$ cat config.mk
export PLATFORM = sky130hd
export DESIGN_NAME = crc8_frame_receiver
export DESIGN_NICKNAME = d
export VERILOG_FILES = /design/src/hw/rtl/crc8fr_pkg.sv /design/src/hw/rtl/crc8_frame_receiver.sv
export SDC_FILE = /design/constraint.sdc
export NUM_CORES = 1
export LEC_CHECK = 0
export ABC_CLOCK_PERIOD_IN_PS = 5170
export CORE_ASPECT_RATIO = 1.25
export CORE_MARGIN = 8
export CORE_UTILIZATION = 30
export CTS_CLUSTER_DIAMETER = 50
export DETAILED_ROUTE_END_ITERATION = 8
export DONT_BUFFER_PORTS = 1
export MAX_ROUTING_LAYER = met4
export PLACE_DENSITY = 0.54
export SYNTH_ARGS = -nofsm -noshare
export SYNTH_HDL_FRONTEND = slang
export SYNTH_SLANG_ARGS = --single-unit
$ cat constraint.sdc
create_clock -name clk -period 5.17 [get_ports clk]
set_input_delay 0 -clock clk [delete_from_list [all_inputs] [get_ports clk]]
set_output_delay 0 -clock clk [all_outputs]
set_load 0.05 [all_outputs]
$ cat src/hw/rtl/crc8fr_pkg.sv
// ---------------------------------------------------------------------------
// crc8fr_pkg
// Types, codes and the CRC8 byte step shared by the frame receiver files.
// ---------------------------------------------------------------------------
`timescale 1ns / 1ps
`default_nettype none

package crc8fr_pkg;

    // Default width of the inter-byte tick counter
    localparam int unsigned TICK_WIDTH_DEFAULT = 16;

    // Input item kinds
    localparam logic FUNC_BYTE = 1'b0;
    localparam logic FUNC_TICK = 1'b1;

    // Result status codes
    typedef logic [1:0] status_t;
    localparam status_t STATUS_NONE     = 2'd0;
    localparam status_t STATUS_ACCEPT   = 2'd1;
    localparam status_t STATUS_MISMATCH = 2'd2;
    localparam status_t STATUS_TIMEOUT  = 2'd3;

    // Configuration register indexes
    localparam int unsigned CFG_INDEX_W = 1;
    localparam logic [CFG_INDEX_W-1:0] REG_MASTER_ADDRESS = 1'd0;
    localparam logic [CFG_INDEX_W-1:0] REG_TIMEOUT_TICKS  = 1'd1;
    localparam int unsigned CFG_DATA_W = 16;

    // Configuration reset values
    localparam logic [7:0]  MASTER_ADDRESS_RESET = 8'd1;
    localparam logic [15:0] TIMEOUT_TICKS_RESET  = 16'd10;

    // Frame byte positions (by count of bytes already held)
    typedef logic [2:0] byte_pos_t;
    localparam byte_pos_t POS_COMMAND = 3'd1;
    localparam byte_pos_t POS_DATA_HI = 3'd2;
    localparam byte_pos_t POS_DATA_LO = 3'd3;
    localparam byte_pos_t FRAME_BYTES = 3'd5;

    // CRC8 generator, reflected form
    localparam logic [7:0] CRC8_GENERATOR = 8'h91;

    // Fold one byte into the CRC: XOR in, then eight shift rounds
    function automatic logic [7:0] crc8_step(input logic [7:0] acc, input logic [7:0] b);
        logic [7:0] r;
        r = acc ^ b;
        for (int i = 0; i < 8; i++) begin
            if (r[0])
            begin
                r = r ^ CRC8_GENERATOR;
            end
            r = r >> 1;
        end
        return r;
    endfunction

endpackage

`default_nettype wire

$ cat src/hw/rtl/crc8_frame_receiver.sv
// An accepted item's result is loaded into the output register in the next cycle.
// One item per cycle unless a waiting result stalls the input; the whole step
// is one pass of frame logic and a single CRC8 byte fold between state and output.
// Reset: rst_n clears the frame (receiver idle, tick counter saturated), loads
// master_address = 1 and timeout_ticks = 10, and empties the output register.
// ---------------------------------------------------------------------------
// crc8_frame_receiver
// Five-byte frame receiver with running CRC8 check and inter-byte timeout.
// ---------------------------------------------------------------------------
`timescale 1ns / 1ps
`default_nettype none

module crc8_frame_receiver #(
    parameter int unsigned TICK_WIDTH = crc8fr_pkg::TICK_WIDTH_DEFAULT
) (
    input  wire logic                               clk,
    input  wire logic                               rst_n,
    // input channel
    input  wire logic                               in_valid,
    output      logic                               in_stall,
    input  wire logic                               func,
    input  wire logic [7:0]                         rx_byte,
    // result channel
    output      logic                               out_valid,
    input  wire logic                               out_stall,
    output      crc8fr_pkg::status_t                status,
    output      logic [7:0]                         frame_command,
    output      logic [15:0]                        frame_data,
    output      logic [7:0]                         frame_crc,
    // configuration write channel
    input  wire logic                               cfg_valid,
    output      logic                               cfg_ready,
    input  wire logic [crc8fr_pkg::CFG_INDEX_W-1:0] cfg_index,
    input  wire logic [crc8fr_pkg::CFG_DATA_W-1:0]  cfg_data
);

    localparam int unsigned CMP_W = (TICK_WIDTH > 16) ? TICK_WIDTH : 16;
    localparam logic [TICK_WIDTH-1:0] TICK_MAX = {TICK_WIDTH{1'b1}};

    // Configuration registers
    logic [7:0]             master_address_reg;
    logic [15:0]            timeout_ticks_reg;

    // Frame state
    logic [7:0]             held_address_reg, held_address_next;
    logic [7:0]             held_command_reg, held_command_next;
    logic [15:0]            held_data_reg, held_data_next;
    logic [7:0]             held_crc_reg, held_crc_next;
    crc8fr_pkg::byte_pos_t  byte_count_reg, byte_count_next;
    logic [TICK_WIDTH-1:0]  idle_ticks_reg, idle_ticks_next;
    logic [7:0]             crc_acc_reg, crc_acc_next;

    // Output register
    logic                   out_valid_reg;
    crc8fr_pkg::status_t    status_reg, status_next;
    logic [7:0]             frame_command_reg, frame_command_next;
    logic [15:0]            frame_data_reg, frame_data_next;
    logic [7:0]             frame_crc_reg, frame_crc_next;

    logic                   accept;
    logic                   frame_clear;
    logic                   in_time;

    // Take a new item whenever the output register is empty or being drained
    assign in_stall  = out_valid_reg && out_stall;
    assign accept    = in_valid && !in_stall;
    assign cfg_ready = 1'b1;

    assign in_time = CMP_W'(idle_ticks_reg) < CMP_W'(timeout_ticks_reg);

    // Frame step
    always_comb
    begin
        held_address_next  = held_address_reg;
        held_command_next  = held_command_reg;
        held_data_next     = held_data_reg;
        held_crc_next      = held_crc_reg;
        byte_count_next    = byte_count_reg;
        idle_ticks_next    = idle_ticks_reg;
        crc_acc_next       = crc_acc_reg;
        status_next        = crc8fr_pkg::STATUS_NONE;
        frame_command_next = 8'd0;
        frame_data_next    = 16'd0;
        frame_crc_next     = 8'd0;
        frame_clear        = 1'b0;

        if (accept)
        begin
            if (func == crc8fr_pkg::FUNC_TICK)
            begin
                // Advance the idle counter, saturating
                if (idle_ticks_reg != TICK_MAX)
                begin
                    idle_ticks_next = idle_ticks_reg + 1'b1;
                end
            end
            else
            begin
                priority if (rx_byte == master_address_reg && held_address_reg == 8'd0)
                begin
                    // Open a new frame on the master address
                    held_address_next = rx_byte;
                    byte_count_next   = crc8fr_pkg::POS_COMMAND;
                    idle_ticks_next   = '0;
                    crc_acc_next      = crc8fr_pkg::crc8_step(8'd0, rx_byte);
                end
                else if (in_time)
                begin
                    // Store the byte at its position; fold all but the CRC byte into the CRC
                    if (held_address_reg == master_address_reg
                        && byte_count_reg < crc8fr_pkg::FRAME_BYTES)
                    begin
                        unique case (byte_count_reg)
                            crc8fr_pkg::POS_COMMAND:
                            begin
                                held_command_next = rx_byte;
                                crc_acc_next = crc8fr_pkg::crc8_step(crc_acc_reg, rx_byte);
                            end
                            crc8fr_pkg::POS_DATA_HI:
                            begin
                                held_data_next = {rx_byte, held_data_reg[7:0]};
                                crc_acc_next = crc8fr_pkg::crc8_step(crc_acc_reg, rx_byte);
                            end
                            crc8fr_pkg::POS_DATA_LO:
                            begin
                                held_data_next = {held_data_reg[15:8], rx_byte};
                                crc_acc_next = crc8fr_pkg::crc8_step(crc_acc_reg, rx_byte);
                            end
                            default:
                            begin
                                held_crc_next = rx_byte;
                            end
                        endcase
                        byte_count_next = byte_count_reg + 3'd1;
                        idle_ticks_next = '0;
                    end
                end
                else
                begin
                    // Timed out: drop the frame and lose the byte
                    frame_clear = 1'b1;
                    if (held_address_reg != 8'd0 || byte_count_reg != 3'd0)
                    begin
                        status_next = crc8fr_pkg::STATUS_TIMEOUT;
                    end
                end

                // Check a complete frame against its CRC byte
                if (!frame_clear && byte_count_next >= crc8fr_pkg::FRAME_BYTES)
                begin
                    if (crc_acc_next == held_crc_next)
                    begin
                        status_next        = crc8fr_pkg::STATUS_ACCEPT;
                        frame_command_next = held_command_next;
                        frame_data_next    = held_data_next;
                        frame_crc_next     = held_crc_next;
                        frame_clear        = 1'b1;
                    end
                    else
                    begin
                        status_next = crc8fr_pkg::STATUS_MISMATCH;
                    end
                end
            end

            // Return to idle with the timeout already expired
            if (frame_clear)
            begin
                held_address_next = 8'd0;
                held_command_next = 8'd0;
                held_data_next    = 16'd0;
                held_crc_next     = 8'd0;
                byte_count_next   = 3'd0;
                idle_ticks_next   = TICK_MAX;
                crc_acc_next      = 8'd0;
            end
        end
    end

    // Frame state registers
    always_ff @(posedge clk or negedge rst_n)
    begin
        if (!rst_n)
        begin
            held_address_reg <= 8'd0;
            held_command_reg <= 8'd0;
            held_data_reg    <= 16'd0;
            held_crc_reg     <= 8'd0;
            byte_count_reg   <= 3'd0;
            idle_ticks_reg   <= TICK_MAX;
            crc_acc_reg      <= 8'd0;
        end
        else
        begin
            held_address_reg <= held_address_next;
            held_command_reg <= held_command_next;
            held_data_reg    <= held_data_next;
            held_crc_reg     <= held_crc_next;
            byte_count_reg   <= byte_count_next;
            idle_ticks_reg   <= idle_ticks_next;
            crc_acc_reg      <= crc_acc_next;
        end
    end

    // Configuration writes
    always_ff @(posedge clk or negedge rst_n)
    begin
        if (!rst_n)
        begin
            master_address_reg <= crc8fr_pkg::MASTER_ADDRESS_RESET;
            timeout_ticks_reg  <= crc8fr_pkg::TIMEOUT_TICKS_RESET;
        end
        else if (cfg_valid && cfg_ready)
        begin
            unique case (cfg_index)
                crc8fr_pkg::REG_MASTER_ADDRESS: master_address_reg <= cfg_data[7:0];
                crc8fr_pkg::REG_TIMEOUT_TICKS:  timeout_ticks_reg  <= cfg_data[15:0];
                default:                        master_address_reg <= master_address_reg;
            endcase
        end
    end

    // Output valid: set on a new transaction, drop once taken
    always_ff @(posedge clk or negedge rst_n)
    begin
        if (!rst_n)
        begin
            out_valid_reg <= 1'b0;
        end
        else if (accept)
        begin
            out_valid_reg <= 1'b1;
        end
        else if (!out_stall)
        begin
            out_valid_reg <= 1'b0;
        end
    end

    // Output payload: load with each accepted item, hold otherwise
    always_ff @(posedge clk)
    begin
        if (accept)
        begin
            status_reg        <= status_next;
            frame_command_reg <= frame_command_next;
            frame_data_reg    <= frame_data_next;
            frame_crc_reg     <= frame_crc_next;
        end
    end

    assign out_valid     = out_valid_reg;
    assign status        = status_reg;
    assign frame_command = frame_command_reg;
    assign frame_data    = frame_data_reg;
    assign frame_crc     = frame_crc_reg;

endmodule

`default_nettype wire

# [After elaboration in Yosys (flattened, before gate mapping)]
# Cells that the tools add are included.
[totals] regBits=126 elab_cells=320 inputBits=31 output_inout_bits=37
[classes] n_reduce_logical=21 n_eq_ne=10 magnitude_cmp=3 mux=236 n_addsub=2 bitwise_logic=34
[ops] operator="2-to-1 mux 8 bit" count=201
[ops] operator="2-to-1 mux 16 bit" count=11
[ops] operator="NOT 2 -> 3 bit" count=28
[ops] operator="case mux 16 bit (2 select lines)" count=1
[ops] operator="equality test 8 bit" count=3
[ops] operator="case mux 8 bit (3 select lines)" count=1
[ops] operator="2-to-1 mux 3 bit" count=7
[ops] operator="adder 16 x 1 -> 16 bit, second input constant" count=1
[ops] operator="less-than comparator 16 bit" count=1
[ops] operator="inequality test 16 bit, second input constant" count=1
[ops] operator="2-to-1 mux 1 bit" count=10
[ops] operator="2-to-1 mux 2 bit" count=5
[ops] operator="logical NOT 8 bit" count=1
[ops] operator="nonzero test 4 bit" count=2
[ops] operator="nonzero test 8 bit" count=1
[ops] operator="XOR 8 bit" count=1
[ops] operator="equality test 3 x 2 -> 1 bit, second input constant" count=2
[ops] operator="NOT 3 bit" count=2
[ops] operator="AND reduction 2 bit" count=3
[ops] operator="OR reduction 3 bit" count=2
[ops] operator="logical AND 1 bit" count=5
[ops] operator="inequality test 2 x 1 -> 1 bit, second input constant" count=2
[ops] operator="AND reduction 4 bit" count=1
[ops] operator="adder 3 x 1 -> 3 bit, second input constant" count=1
[ops] operator="10 further kinds" count=13

# [Longest topological paths before layout]
# Gate-level depths: netlist of run 1.
[depth] ltp_word=72 depth_mapped=15 mapped_depth_nobuf=13

# [Worst setup path before layout of run 1]
# OpenSTA, ideal clock, no wires.
[synth_timing] path_type="reg-to-reg" from="register idle_ticks_reg[15]" to="register held_data_reg[10]" synth_period_minus_slack_ps=3822 stages_incl_launch_ff=14 t_required_ps=5048 setup_time_ps=122 arrival_ps=3701 path_buffers=2 setup_slack_ps=1348 cell_sequence="dfstp_2 -> ha_1 -> nand4_1 -> or4_1 -> o32a_2 -> nand4_1 -> buf_6 -> mux2i_1 -> xor2_1 -> or4_4 -> or2_1 -> buf_6 -> a31o_2 -> a32o_1"
[synth_via] elab_chain_cells=12 elab_cells_between_ends=31 classes_between="2 x order compare; 2 x eq/ne; 24 x mux; 3 x reduce/logical"
[synth_lines] element="from (decl)" line="crc8_frame_receiver.sv:50" rtl="logic [TICK_WIDTH-1:0] idle_ticks_reg, idle_ticks_next;"
[synth_lines] element="from (signal assigned)" line="crc8_frame_receiver.sv:200" rtl="idle_ticks_reg <= idle_ticks_next;"
[synth_lines] element="less-than comparator 16 bit *" line="crc8_frame_receiver.sv:69" rtl="assign in_time = CMP_W'(idle_ticks_reg) < CMP_W'(timeout_ticks_reg);"
[synth_lines] element="2-to-1 mux 3 bit, or another cell as far along" line="crc8_frame_receiver.sv:107" rtl="else if (in_time)"
[synth_lines] element="2-to-1 mux 3 bit, or another cell as far along" line="crc8_frame_receiver.sv:99" rtl="priority if (rx_byte == master_address_reg && held_address_reg == 8'd0)"
[synth_lines] element="2-to-1 mux 3 bit, or another cell as far along" line="crc8_frame_receiver.sv:89" rtl="if (func == crc8fr_pkg::FUNC_TICK)"
[synth_lines] element="2-to-1 mux 3 bit, or another cell as far along" line="crc8_frame_receiver.sv:87" rtl="if (accept)"
[synth_lines] element=">= comparator 3 bit, or another cell as far along" line="crc8_frame_receiver.sv:149" rtl="if (!frame_clear && byte_count_next >= crc8fr_pkg::FRAME_BYTES)"
[synth_lines] element="logical AND 1 bit / 2-to-1 mux 1 bit (equally long branches)" line="crc8_frame_receiver.sv:149, crc8_frame_receiver.sv:151"
[synth_lines] element="2-to-1 mux 1 bit" line="crc8_frame_receiver.sv:149"
[synth_lines] element="2-to-1 mux 1 bit" line="crc8_frame_receiver.sv:89"
[synth_lines] element="2-to-1 mux 1 bit" line="crc8_frame_receiver.sv:87"
[synth_lines] element="inequality test 2 x 1 -> 1 bit (no line)"
[synth_lines] element="AND reduction 2 bit (no line)"
[synth_lines] element="to (signal assigned)" line="crc8_frame_receiver.sv:197" rtl="held_data_reg <= held_data_next;"
[synth_lines] element="to (decl)" line="crc8_frame_receiver.sv:47" rtl="logic [15:0] held_data_reg, held_data_next;"
# Every way passes the cells marked *; elsewhere a longest branch is shown, timed or not. The select of a mux whose other input is x is not followed.
# A chain may end at the register's enable or synchronous reset.

# [Worst setup path after layout of run 1]
[layout_timing] from="register idle_ticks_reg[11]" to="register held_data_reg[7]"
# Same word-level chain as after synthesis.

==> run summary, run 1 <==
Setup repair after global routing left no endpoint under its margin. After synthesis the netlist holds a flip-flop and latch count of 126. The sequential-to-total area share from yosys stat is 0.4922. The run finished with clean final reports. For this design, the slowest cell found on the critical path is sky130_fd_sc_hd__dfstp_2. Based on the critical path, the design can be clocked at up to 215.1 MHz.

The x dimension of the die came out at 150.7 µm. In this run the clock root is driven by a sky130_fd_sc_hd__clkbuf_16. The library cell occupying the most area in the post-synthesis netlist is sky130_fd_sc_hd__dfrtp_1. The number of warning messages in the yosys log is 0. The critical path goes through ha_1 -> nand4_1 -> or4_1 -> o32a_2 -> nand4_1 -> mux2i_1 -> xor2_1 -> or4_4 -> or2_1 -> a31o_2 -> a32o_1. The worst setup path is of the reg -> reg kind. The element type at the critical path start is a register.

The first global-routing pass estimated 29280 µm of wire. The number of pins exceeding their max-slew limit in the final report is 0. The share of final-layout standard cells stronger than drive strength 1 came out at 0.1532. The element type at the critical path end is a register. Along the worst path, the maximum fanout reaches 19.

The initial antenna violation count came out at 0. The clock edge transition at the registers on the reported setup and hold paths is 60 ps. Dividing the final minimum period by the clock period gives 0.8992. The max-cap violation count came out at 0. The post-route non-filler standard cell count came out at 949. The final weighted congestion in routability-driven placement came out at 0.8514. The chip height is 184.3 µm. The most frequent cell on the critical path is sky130_fd_sc_hd__nand4_1. The per-cell via count in the routed design is 5.456. Of the post-synthesis cell area, the dominant cell type holds 0.2686. The post-layout minimum cycle time came out at 4649 ps.

The maximum clock insertion buffer count came out at 2. The placed instance count is 887. The total CTS buffers came out at 17. The post-CTS setup buffer count is 0.

The maximum number of pins on one net before global-route repair came out at 93. The hold buffer count at cts came out at 30. The arrival time of data at the critical path endpoint is 4950 ps. The floorplan has 61 rows. The number of DRC violations after detailed routing is 0. The overall overflow remaining after global route came out at 0. The via count of the first global-routing pass came to 5188. The number of distinct standard cells referenced by the synthesized netlist is 64. The worst setup skew after layout came out at 9.517 ps. The number of buffer cells added on primary ports came out at 0. The sum of negative setup slack came out at 0 ps. The floorplan core area is 22290 µm². For this design the ratio of total power to cell area is 414.4 nW/µm². The fraction of the core area covered by cells at the end of the flow came out at 0.3571. The die area is 27770 µm². The remaining number of nets flagged by the antenna check after routing came out at 0.

The maximum resistive drop on vdd is 0.3011 mV. The count of pins on the block boundary came out at 68. For this run, asynchronously set or reset flops after synthesis account for 0.7302. The number of search-and-repair iterations in the first detailed-routing pass came out at 5. The transition time at the pin with the least slew margin came out at 1055 ps. The number of hold-slack violations in the final timing report came out at 0. By count the netlist is led by sky130_fd_sc_hd__dfrtp_1 (73), sky130_fd_sc_hd__nand2_1 (53), sky130_fd_sc_hd__nor2_1 (44), sky130_fd_sc_hd__edfxtp_1 (34), sky130_fd_sc_hd__clkbuf_1 (30).

The starting DRC count in detailed routing came out at 441. The maximum level of the CTS H-tree is 4. The worst max-slew margin expressed relative to the limit came out at 0.2871. Clock tree synthesis found a total of 126 sinks. The total detailed-routing wirelength is 18310 µm. TritonCTS built the clock tree. The synthesized netlist net count came out at 686. In this run the worst hold path is classified as in -> reg. The leakage component of the power came out at 3.186 nW. In the final routed layout, each cell accounts on average for 19.29 µm. At the end of the flow, the number of nets in the layout was 705. The repair_antennas step left the layout with diodes totalling 0. After clock tree synthesis, the repair step resized 0 gates.

By area the synthesized netlist is led by sky130_fd_sc_hd__dfrtp_1 (27%), sky130_fd_sc_hd__edfxtp_1 (15%), sky130_fd_sc_hd__dfstp_2 (7.3%). In the post-synthesis netlist, the cell with the most instances is sky130_fd_sc_hd__dfrtp_1. The required time reported for the critical path endpoint is 5480 ps. The number of enable-type register cells in the synthesized netlist is 34. Among all flip-flop cells after synthesis, the most frequent one is sky130_fd_sc_hd__dfrtp_1. The number of instances in the synthesized netlist is 634. After filler insertion, the fill cell instance count of the layout stands at 2220. The placed wire-length estimate came out at 12060 µm. The mean cell area of the mapped netlist came out at 10.73 µm². The number of endpoints failing setup at the final stage came out at 0. The source-to-sink clock delay at the later pin of the worst-skew pair came out at 420 ps.

The critical path's largest stage delay is 600 ps. The overall routing resource usage is 0.1387. The initial core utilization came out at 0.3051. Summing every instance area after synthesis gives 6800 µm². The growth of design area from synthesis to finish is 17.04%. The via count is 5178.
## worst paths after layout
check / start / endpoint / slack [ps] / depth (start not counted)
worst max-delay path: idle_ticks_reg[11] / held_data_reg[7] / 520 / 11
worst min-delay path: in_valid / idle_ticks_reg[14] / 20 / 3
worst max register to register: idle_ticks_reg[11] / held_data_reg[7] / 520 / 11
worst min register to register: held_data_reg[11] / held_data_reg[11] / 490 / 1
max in group asynchronous: rst_n / idle_ticks_reg[7] / 4600 / 2
min in group asynchronous: rst_n / held_address_reg[7] / 170 / 2
## worst max-delay path, delay by kind of cell (launching register included)
family / cells / cell delay (ps)
xor+xnor: 1 / 150
compound gates: 3 / 1010
mux: 1 / 430
flops: 1 / 600
simple gates: 5 / 2140
fa+ha+maj: 1 / 190
## metal layers
layer  wire length (µm)  share of wire  track usage  up-vias
li1                   -              -            -     2398
met1               8207           0.45       0.1773     2581
met2               8643           0.47       0.2092      176
met3               1153          0.063      0.03778       23
met4                300          0.016      0.04482        0
met5                  0              0            -        -
## final cells by class
cell class | count | area [µm²] | area share
sequential | 126 | 3347 | 0.4205
multi-input combinational | 439 | 3171 | 0.3984
clock buffer | 19 | 442.9 | 0.05565
timing repair buffer | 41 | 400.4 | 0.05031
tap | 283 | 354.1 | 0.04449
clock inverter | 13 | 138.9 | 0.01745
inverter | 28 | 105.1 | 0.01321
## layout by cell type, fill, tap and decap left out, types with 14 or more instances in the layout
master                          netlist  routed
sky130_fd_sc_hd__nand2_1             53      53
sky130_fd_sc_hd__mux2i_1             14      14
sky130_fd_sc_hd__a22oi_1             17      17
sky130_fd_sc_hd__inv_1               28      28
sky130_fd_sc_hd__xnor2_1             23      23
sky130_fd_sc_hd__a21oi_1             22      22
sky130_fd_sc_hd__dfstp_2             19      19
sky130_fd_sc_hd__edfxtp_1            34      34
sky130_fd_sc_hd__a22o_1              16      16
sky130_fd_sc_hd__nand3_1             16      16
sky130_fd_sc_hd__xor2_1              18      18
sky130_fd_sc_hd__a32o_1              24      24
sky130_fd_sc_hd__dfrtp_1             73      73
sky130_fd_sc_hd__mux2_2              25      25
sky130_fd_sc_hd__ha_1                21      21
sky130_fd_sc_hd__dlygate4sd3_1        0      29
sky130_fd_sc_hd__nor2_1              44      44
sky130_fd_sc_hd__clkbuf_16            0      17
## metrics by stage
step / total power, mW / setup slack, ps / area (µm²) / hold WS (ps)
after floorplan: 1.913 / 1348 / 6800 / -295.6
after global placement: 2.059 / 610.4 / 7059 / -288.6
after detailed placement: 2.078 / 534.7 / 7059 / -288.9
after CTS: 3.322 / 514.7 / 7959 / 10.02
after global routing: 3.481 / 158.6 / 7959 / 39.62
final: 3.298 / 521.1 / 7959 / 15.18
## cells by family after synthesis
| family | count (synthesis) | share of synthesized area |
|---|---|---|
| AOI/OAI and AO/OA | 161 | 0.1873 |
| muxes | 39 | 0.06200 |
| xor gates and xnor gates | 41 | 0.05281 |
| other | 1 | 0.0005514 |
| adders and majority gates | 21 | 0.03864 |
| and+or+nand+nor | 176 | 0.1240 |
| buffers and inverters | 69 | 0.04250 |
| DFF | 126 | 0.4922 |
## report_power, final
group	internal [mW]	leakage, nW	switching [mW]
Clock	0.722	0.273	0.454
Sequential	1.18	1.50	0.186
Combinational	0.324	1.41	0.435
(Power assumes the default switching activity.)
==> run 2, diff against run 1 <==
--- a/config.mk
+++ b/config.mk
@@ -5,7 +5,7 @@
 export SDC_FILE = /design/constraint.sdc
 export NUM_CORES = 1
 export LEC_CHECK = 0
-export ABC_CLOCK_PERIOD_IN_PS = 5170
+export ABC_CLOCK_PERIOD_IN_PS = 5050
 export CORE_ASPECT_RATIO = 1.25
 export CORE_MARGIN = 8
 export CORE_UTILIZATION = 30
==> constraint.sdc (replaced) <==
create_clock -name clk -period 5.05 [get_ports clk]
set_input_delay 1.01 -clock clk [delete_from_list [all_inputs] [get_ports clk]]
set_output_delay 1.01 -clock clk [all_outputs]
set_load 0.05 [all_outputs]
==> run summary, run 2 (synthesis gave the netlist of run 1 again) <==
The post-route non-filler standard cell count was 919 (-3.2%). The final weighted congestion in routability-driven placement is 0.8533 (+0.22%). The via count is 4967 (-4.1%). The per-cell via count in the routed design came out at 5.405 (-0.94%).

The highest attainable clock frequency is 221.2 MHz (+2.8%). The chip height was 184.3 µm (unchanged). The power per standard cell area came out at 434.6 nW/µm² (+4.9%). The arrival time of data at the critical path endpoint is 4830 ps (-120 ps). The root buffer selected by CTS is sky130_fd_sc_hd__clkbuf_16. The number of DRC violations after detailed routing came out at 0 (unchanged).

The maximum level of the CTS H-tree is 4 (unchanged). The highest layer touched by signal routing is met4. The overall overflow remaining after global route is 0 (unchanged).

The initial core utilization is 0.3051 (unchanged). The placement-stage cell area came out at 7059 µm² (unchanged). The cell row count came out at 61 (unchanged). The leakage component of the power came out at 3.055 nW (-4.1%). The die area came out at 27770 µm² (unchanged). The maximum clock insertion buffer count came to 2 (unchanged). The routed wire length per instance came to 19.60 µm (+1.6%).

The global-route wire length before repair is 29110 µm (-0.59%). The worst hold margin is 278.2 ps (+263.0 ps). The overall routing resource usage came out at 0.1393 (+0.0006465). The combinational group share of total power was 0.218 (-0.012). The remaining number of nets flagged by the antenna check after routing was 0 (unchanged). The fill cell total of the finished layout was 2252 (+1.4%). The library cell used most frequently in the layout, excluding fill and tap cells, is sky130_fd_sc_hd__dfrtp_1. The count of pins on the block boundary came out at 68 (unchanged). The number of pins exceeding their max-slew limit in the final report is 0 (unchanged). The maximum number of pins on one net before global-route repair was 93 (unchanged).

The maximum net fanout on the critical path came out at 8 (-11). The number of hold-slack violations in the final timing report is 0 (unchanged). The min-delay analysis places its worst path in the category in -> async. The worst max-slew margin expressed relative to the limit is 0.2268 (-0.06033). The sequential group share of total power is 0.422 (+0.009). The maximum resistive drop on vdd came out at 0.2449 mV (-19%).

STA classifies the critical path startpoint as a register. The x dimension of the die is 150.7 µm (unchanged). The TritonCTS clock tree is done. The worst setup path is captured at a register. The number of buffer cells added on primary ports is 0 (unchanged).

The critical path's largest stage delay came out at 600 ps (about the same). The initial antenna violation count is 0 (unchanged). The source-to-sink clock delay at the later pin of the worst-skew pair is 430 ps (about the same). The total CTS buffers is 17 (unchanged). The run finished with clean final reports. The placed wire-length estimate came to 12600 µm (+4.4%). The fraction of power spent switching nets came to 0.3201 (-0.005989). The switching power total came out at 1.062 mW (-1.2%). The clock group share of total power is 0.360 (+0.003). The total detailed-routing wirelength is 18010 µm (-1.6%). The post-layout total power is 3.318 mW (+0.61%). The clock edge transition at the registers on the reported setup and hold paths is 60 ps (about the same).

The detailed route wirelength on metal3 came to 1210 µm (+4.9%). The via count of the first global-routing pass was 5126 (-1.2%). The required time reported for the critical path endpoint is 5360 ps (-120 ps). The max-cap violation count came to 0 (unchanged). The final design area excluding fillers is 7635 µm² (-4.1%). The critical path is of the reg -> reg type. The most frequent cell on the critical path is sky130_fd_sc_hd__nand4_1. The hold buffer count at cts came to 0 (-100%). The internal power component is 2.256 mW (+1.5%). The starting DRC count in detailed routing came out at 428 (-2.9%). Walking the worst path, the cells encountered are ha_1 -> nand4_1 -> or4_1 -> o32a_2 -> nand4_1 -> mux2i_1 -> nor4_1 -> nor4_1 -> nand4_1 -> or2_1 -> a31o_2 -> a32o_1. The sum of negative setup slack came out at 0 ps (unchanged). The post-layout minimum cycle time was 4520 ps (-128.5 ps). The number of buffers and inverters on the critical path is 0 (unchanged). The number of gates given a new drive strength after cts came out at 0 (unchanged). The number of search-and-repair iterations in the first detailed-routing pass came out at 5 (unchanged). The number of inserted diodes came to 0 (unchanged).

Leaving out fill and tap cells, the most frequent cells in the layout are sky130_fd_sc_hd__dfrtp_1 (73), sky130_fd_sc_hd__nand2_1 (53), sky130_fd_sc_hd__nor2_1 (44). The number of endpoints failing setup at the final stage is 0 (unchanged). The net total in the final layout came to 675 (-4.3%). The floorplan core area came out at 22290 µm² (unchanged). The number of clock sinks came out at 126 (unchanged). The post-CTS setup buffer count is 0 (unchanged). The transition time at the pin with the least slew margin came out at 1148 ps (+92.27 ps). The worst setup skew after layout came out at 10.37 ps (+0.8582 ps).

The highest-delay cell along the critical path is sky130_fd_sc_hd__dfstp_2. The growth of design area from synthesis to finish came out at 12.27%. The post-route met1 wirelength was 7865 µm (-4.2%). Setup repair after global routing left no endpoint under its margin. The routed length on met2 is 8510 µm (-1.5%). The cell family contributing the most delay on the critical path is simple AND/OR/NAND/NOR gates. The placed instance count came to 887 (unchanged).

The share of final-layout standard cells stronger than drive strength 1 is 0.1541 (+0.0009349). The fraction of the cycle the final worst path needs came out at 0.8951 (-0.004075).
-- run 2: final timing paths --
path | startpoint | endpoint | slack, ps | cells after the start
max | idle_ticks_reg[11] | held_data_reg[1] | 530 | 12
min | rst_n | held_command_reg[6] | 280 | 0
max reg2reg | idle_ticks_reg[11] | held_data_reg[1] | 530 | 12
min reg2reg | held_command_reg[5] | held_command_reg[5] | 490 | 1
max in group asynchronous | rst_n | idle_ticks_reg[10] | 4570 | 0
min in group clk | held_command_reg[5] | held_command_reg[5] | 490 | 1
-- run 2: power by group through the flow --
| stage | registers, mW | logic [mW] | clock network, mW |
|---|---|---|---|
| final | 1.40 | 0.723 | 1.19 |
| after floorplan | 1.36 | 0.602 | 0 |
| after global routing | 1.42 | 0.809 | 1.27 |
| after detailed placement | 1.42 | 0.723 | 0 |
| after CTS | 1.40 | 0.726 | 1.22 |
| after global placement | 1.41 | 0.706 | 0 |
-- run 2: metal layers --
| metal | vias to the layer above | GRT usage |
|---|---|---|
| met2 | 137 | 0.2140 |
| met3 | 33 | 0.04588 |
| li1 | 2341 | - |
| met1 | 2456 | 0.1653 |
| met5 | - | - |
| met4 | 0 | 0.05752 |
-- run 2: stage by stage --
step / setup WS, ps / util
floorplan: 997.9 / -
global placement: 399.3 / 0.3168
detailed placement: 443.3 / 0.3168
CTS: 505.9 / 0.3426
global route: 190.1 / 0.3426
finish: 529.6 / 0.3426
-- run 2: layout make-up --
cell class,count,area (µm²),area share
sequential,126,3347,0.4384
clock buffer,24,494.2,0.06473
tap,283,354.1,0.04638
clock inverter,8,81.33,0.01065
inverter,28,105.1,0.01377
multi-input combinational,439,3171,0.4153
timing repair buffer,11,82.58,0.01082
